$ cat config.mk
export PLATFORM = sky130hd
export DESIGN_NAME = mlwb_ctrl
export DESIGN_NICKNAME = d
export VERILOG_FILES = /design/src/rtl/mlwb_pkg.sv /design/src/rtl/mlwb_ctrl.sv
export SDC_FILE = /design/constraint.sdc
export NUM_CORES = 1
export LEC_CHECK = 0
export BUFFER_PORTS_ARGS = -buffer_cell sky130_fd_sc_hd__buf_2
export CAP_MARGIN = 30
export CORE_AREA = 5 5 42 44
export DETAILED_ROUTE_END_ITERATION = 6
export DIE_AREA = 0 0 47 49
export PLACE_DENSITY_LB_ADDON = 0.1
export SLEW_MARGIN = 20
export SYNTH_ARGS = -nofsm -noshare
export SYNTH_HDL_FRONTEND = slang
export SYNTH_SLANG_ARGS = --single-unit
$ cat constraint.sdc
create_clock -name clk -period 2 [get_ports clk]
set_input_delay 0.4 -clock clk [delete_from_list [all_inputs] [get_ports clk]]
set_output_delay 0.4 -clock clk [all_outputs]
set_load 0.005 [all_outputs]
$ cat src/rtl/mlwb_pkg.sv
`timescale 1ns / 1ps
`default_nettype none
// ----------------------------------------------------------------------------
// Merging line write buffer package
// Shared command and status codes, controller state and control structs.
// ----------------------------------------------------------------------------
package mlwb_pkg;

  localparam int DefBufferDepth = 8;
  localparam int DefLineWords   = 16;

  typedef enum logic [2:0] {
    CMD_ENQ   = 3'd0,
    CMD_MERGE = 3'd1,
    CMD_LOAD  = 3'd2,
    CMD_ISSUE = 3'd3,
    CMD_RESP  = 3'd4
  } cmd_t;

  typedef enum logic [2:0] {
    ST_DONE = 3'd0,
    ST_HIT  = 3'd1,
    ST_BUSY = 3'd2,
    ST_MISS = 3'd3,
    ST_FULL = 3'd4,
    ST_IDLE = 3'd5
  } status_t;

  typedef enum logic [2:0] {
    S_IDLE,
    S_LOOK,
    S_MERGE,
    S_ISSUE,
    S_OUT
  } state_t;

  // Controller -> datapath commands.
  typedef struct packed {
    logic    load_in;     // capture the input word
    logic    look;        // register match result and read line store
    logic    enq;         // perform enqueue
    logic    merge_wr;    // write merged word
    logic    mark_sent;   // mark head sent
    logic    retire;      // retire head
    logic    issue_rd;    // read next issue word
    logic    out_load;    // load output register
    status_t out_status;
    logic    out_issue;   // output carries issue fields
    logic    out_last;
  } ctl_t;

  // Datapath -> controller status.
  typedef struct packed {
    cmd_t cmd;
    logic full;
    logic hit;
    logic hit_sent;
    logic head_ok;     // head valid and not sent, count nonzero
    logic head_sent;   // head valid and sent
    logic issue_end;   // last issue word read
  } sts_t;

endpackage
`default_nettype wire

$ cat src/rtl/mlwb_ctrl.sv
`timescale 1ns / 1ps
`default_nettype none
// ----------------------------------------------------------------------------
// Merging line write buffer controller
// Sequences one command at a time and drives the datapath.
// ----------------------------------------------------------------------------
module mlwb_ctrl (
  input  wire logic          clk,
  input  wire logic          rst,
  input  wire logic          in_valid,
  output logic               in_ready,
  input  wire logic          out_free,
  output mlwb_pkg::ctl_t     ctl,
  input  wire mlwb_pkg::sts_t sts
);
  import mlwb_pkg::*;

  state_t state, state_next;

  always_ff @(posedge clk) begin
    if (rst) begin
      state <= S_IDLE;
    end else begin
      state <= state_next;
    end
  end

  always_comb begin
    state_next = state;
    ctl = '0;
    ctl.out_status = ST_IDLE;
    in_ready = 1'b0;
    unique case (state)
      S_IDLE: begin
        in_ready = 1'b1;
        if (in_valid) begin
          ctl.load_in = 1'b1;
          state_next = S_LOOK;
        end
      end
      S_LOOK: begin
        ctl.look = 1'b1;
        state_next = S_MERGE;
      end
      S_MERGE: begin
        // Decide and answer; issue streams.
        if (out_free) begin
          ctl.out_load = 1'b1;
          ctl.out_last = 1'b1;
          state_next = S_IDLE;
          unique case (sts.cmd)
            CMD_ENQ: begin
              ctl.out_status = sts.full ? ST_FULL : ST_DONE;
              ctl.enq = !sts.full;
            end
            CMD_MERGE: begin
              if (!sts.hit) ctl.out_status = ST_MISS;
              else if (sts.hit_sent) ctl.out_status = ST_BUSY;
              else begin
                ctl.out_status = ST_HIT;
                ctl.merge_wr = 1'b1;
              end
            end
            CMD_LOAD: ctl.out_status = sts.hit ? ST_HIT : ST_MISS;
            CMD_ISSUE: begin
              if (sts.head_ok) begin
                ctl.out_load = 1'b0;
                ctl.out_last = 1'b0;
                ctl.mark_sent = 1'b1;
                ctl.issue_rd = 1'b1;
                state_next = S_ISSUE;
              end
            end
            CMD_RESP: begin
              if (sts.head_sent) begin
                ctl.out_status = ST_DONE;
                ctl.retire = 1'b1;
              end
            end
            default: ctl.out_status = ST_IDLE;
          endcase
        end
      end
      S_ISSUE: begin
        // Read data of the current word is registered; emit it.
        if (out_free) begin
          ctl.out_load = 1'b1;
          ctl.out_issue = 1'b1;
          ctl.out_status = ST_DONE;
          ctl.out_last = sts.issue_end;
          if (sts.issue_end) state_next = S_IDLE;
          else state_next = S_OUT;
        end
      end
      S_OUT: begin
        ctl.issue_rd = 1'b1;
        state_next = S_ISSUE;
      end
      default: state_next = S_IDLE;
    endcase
  end

endmodule
`default_nettype wire

==> impl_metrics.env <==
export IMPL_ys_seq_area_frac=0.1727
export IMPL_drt_iter0_markers=5
export IMPL_largest_reg_flops=3
export IMPL_outcome="finished, final reports clean"
export IMPL_min_path_cells=2
export IMPL_slew_violations=0
export IMPL_fin_skew_ps=0.5728
export IMPL_antenna_left=0
export IMPL_tns_ps=0
export IMPL_num_rows=14
export IMPL_clock_tree_buffer_depth=2
export IMPL_top_register="state"
export IMPL_postCtsSetupBuffers=0
export IMPL_grt_max_degree=12
export IMPL_maxCapViolCount=0
export IMPL_gr_total_overflow=0
export IMPL_grt_usage=0.1098
export IMPL_synth_cells=50
export IMPL_antenna_cells=0
export IMPL_core_um2=1401
export IMPL_clk_pin_slew_worst_paths_ps=40
export IMPL_gp_congestion=0.6847
export IMPL_cp_start_kind="register"
export IMPL_ctsResizeCount=0
export IMPL_slew_headroom=0.8272
export IMPL_clock_latency_ps=230
export IMPL_cts_max_level=1
export IMPL_fillerInstances=162
export IMPL_tritoncts="built"
export IMPL_drive_above_1_share=0.4500
export IMPL_num_vias=462
export IMPL_tightestPinTransition_ps=258.2
export IMPL_rr_worst_depth=3
export IMPL_synth_top_family_by_area="simple AND/OR/NAND/NOR gates"
export IMPL_wl_um=1084
export IMPL_max_freq_ghz=0.5563
export IMPL_grt_pass1_vias=460
export IMPL_most_common_layout_cells="26 x buf_2, 6 x inv_1, 4 x nor2_1"
export IMPL_final_common_cell="buf_2"
export IMPL_finalNetCount=94
export IMPL_synth_warnings=0
export IMPL_drt_pass1_iterations=2
export IMPL_ir_drop_uv=151.8
export IMPL_worst_hold_path_type="primary input to register"
export IMPL_die_x_um=47
export IMPL_cts_inserted_buffers=3
export IMPL_initial_core_util=0.2482
export IMPL_hpwl_um=873.5
export IMPL_avgSynthCellArea_um2=6.957
export IMPL_synth_compound_area_frac=0.2266
export IMPL_rsz0062_at_grt="no"
export IMPL_setup_viol=0
export IMPL_min_period_ps=1798
export IMPL_vias_per_cell=4.813
export IMPL_synth_area_um2=347.8
export IMPL_cts_root_buf="clkbuf_4"
export IMPL_routedWlPerCell_um=11.29
export IMPL_synth_mux_area_frac=0
export IMPL_power_density_nw_per_um2=470.6
export IMPL_grt_pass1_wl_um=1897
export IMPL_portBuffers=26
export IMPL_cp_end_kind="primary output"
export IMPL_ys_seq_elements=3
export IMPL_synthXorXnorAreaFrac=0.02518
export IMPL_dieArea_um2=2303
export IMPL_cts_sinks=3
export IMPL_hold_violations=0
export IMPL_antenna_found_initial=0
export IMPL_worst_slack_ps=202.3
export IMPL_yosysTopAreaCellShare=0.1727
export IMPL_synth_simple_area_share=0.5000
export IMPL_ios=27
export IMPL_drc_errors=0
export IMPL_p_leak_uw=0.0002628
export IMPL_syn_nets=63
export IMPL_synth_area_leaders="dfxtp_1 17%, inv_1 6.5%, nand2b_1 5.4%, nor3_1 4.3%, nor2_1 4.3%"
export IMPL_ctsHoldBuffers=0
export IMPL_path_class="register to primary output"
export IMPL_synth_cell_types=29
export IMPL_synth_top_cell_by_area="dfxtp_1"
export IMPL_cp_data_arrival_time_ps=1400
export IMPL_yosys_area_share_adder=0
export IMPL_period_share=0.8988
export IMPL_critPathMaxFanout=6
export IMPL_dp_slack_ps=319.5
export IMPL_syn_to_final_growth_pct=52.16
export IMPL_required_ps=1600
export IMPL_die_h_um=49
export IMPL_reg_top3="state x3"
==> stage by stage <==
step / hold slack (ps) / utilization / power, uW / instances / instance area (um^2)
final: 346.4 / 0.3777 / 249.1 / 96 / 529.3
after global routing: 350.9 / 0.3777 / 273.7 / 96 / 529.3
after CTS: 339.0 / 0.3768 / 255.1 / 96 / 528.0
after detailed placement: 588.1 / 0.3580 / 145.3 / 92 / 501.7
after global placement: 585.3 / 0.3580 / 145.6 / 92 / 501.7
after floorplan: 469.4 / - / 107.3 / 50 / 347.8
==> cell families (layout without fill, tap and decap cells) <==
family / Yosys count / count (layout)
AO/OA/AOI/OAI: 11 / 11
buffers and inverters: 7 / 37
AND/OR/NAND/NOR: 28 / 28
flip-flops: 3 / 3
XOR/XNOR: 1 / 1
==> metal layers <==
layer	wire length (um)	track usage
met4	12	0.05530
met1	485	0.1513
met5	0	0
met3	86	0.02214
met2	499	0.1561
==> report_power, final <==
part | switching [uW] | internal (uW)
Combinational | 38.4 | 36.2
Sequential | 4.76 | 64.2
Clock | 30.8 | 74.7
==> cell usage after synthesis <==
library cell,instances
o32ai_1,1
o32a_1,1
nor2_1,4
a21oi_1,1
or2_2,1
o221ai_1,1
a31oi_1,2
and3b_2,1
and2_1,2
nor3b_1,2
nand4_1,1
nand3_1,2
nor3_1,3
o21ai_0,2
and3_1,1
nor2b_1,1
o21bai_1,1
a21oi_2,1
a21boi_0,1
nand3b_2,1
nor4_1,1
nor4b_1,1
nand2b_1,3
inv_1,6
clkbuf_1,1
xnor2_1,1
nor4b_2,1
dfxtp_1,3
nand2_1,3
==> path summary, 6_finish.rpt <==
kind / startpoint / end / slack [ps]
setup / recovery: state[2] / ctl[6] / 200
hold / removal: sts[0] / state[2] / 350
setup reg to reg: state[2] / state[1] / 1000
hold reg to reg: state[1] / state[0] / 570
==> worst max-delay path, stage by stage, from the launching register on <==
cell and delay [ps]:
dfxtp_1 340, nand3b_2 280, o32a_1 350, nor2_1 80, buf_2 110
==> area by class of cell <==
type	count	area (um^2)	area share
inverters	6	22.52	0.04255
well taps	16	20.02	0.03783
clock buffers	4	26.28	0.04965
multi-input cells	40	261.5	0.4941
flip-flops and latches	3	61.31	0.1158
repair buffers	27	137.6	0.2600
Power figures use the tool's default switching activity.
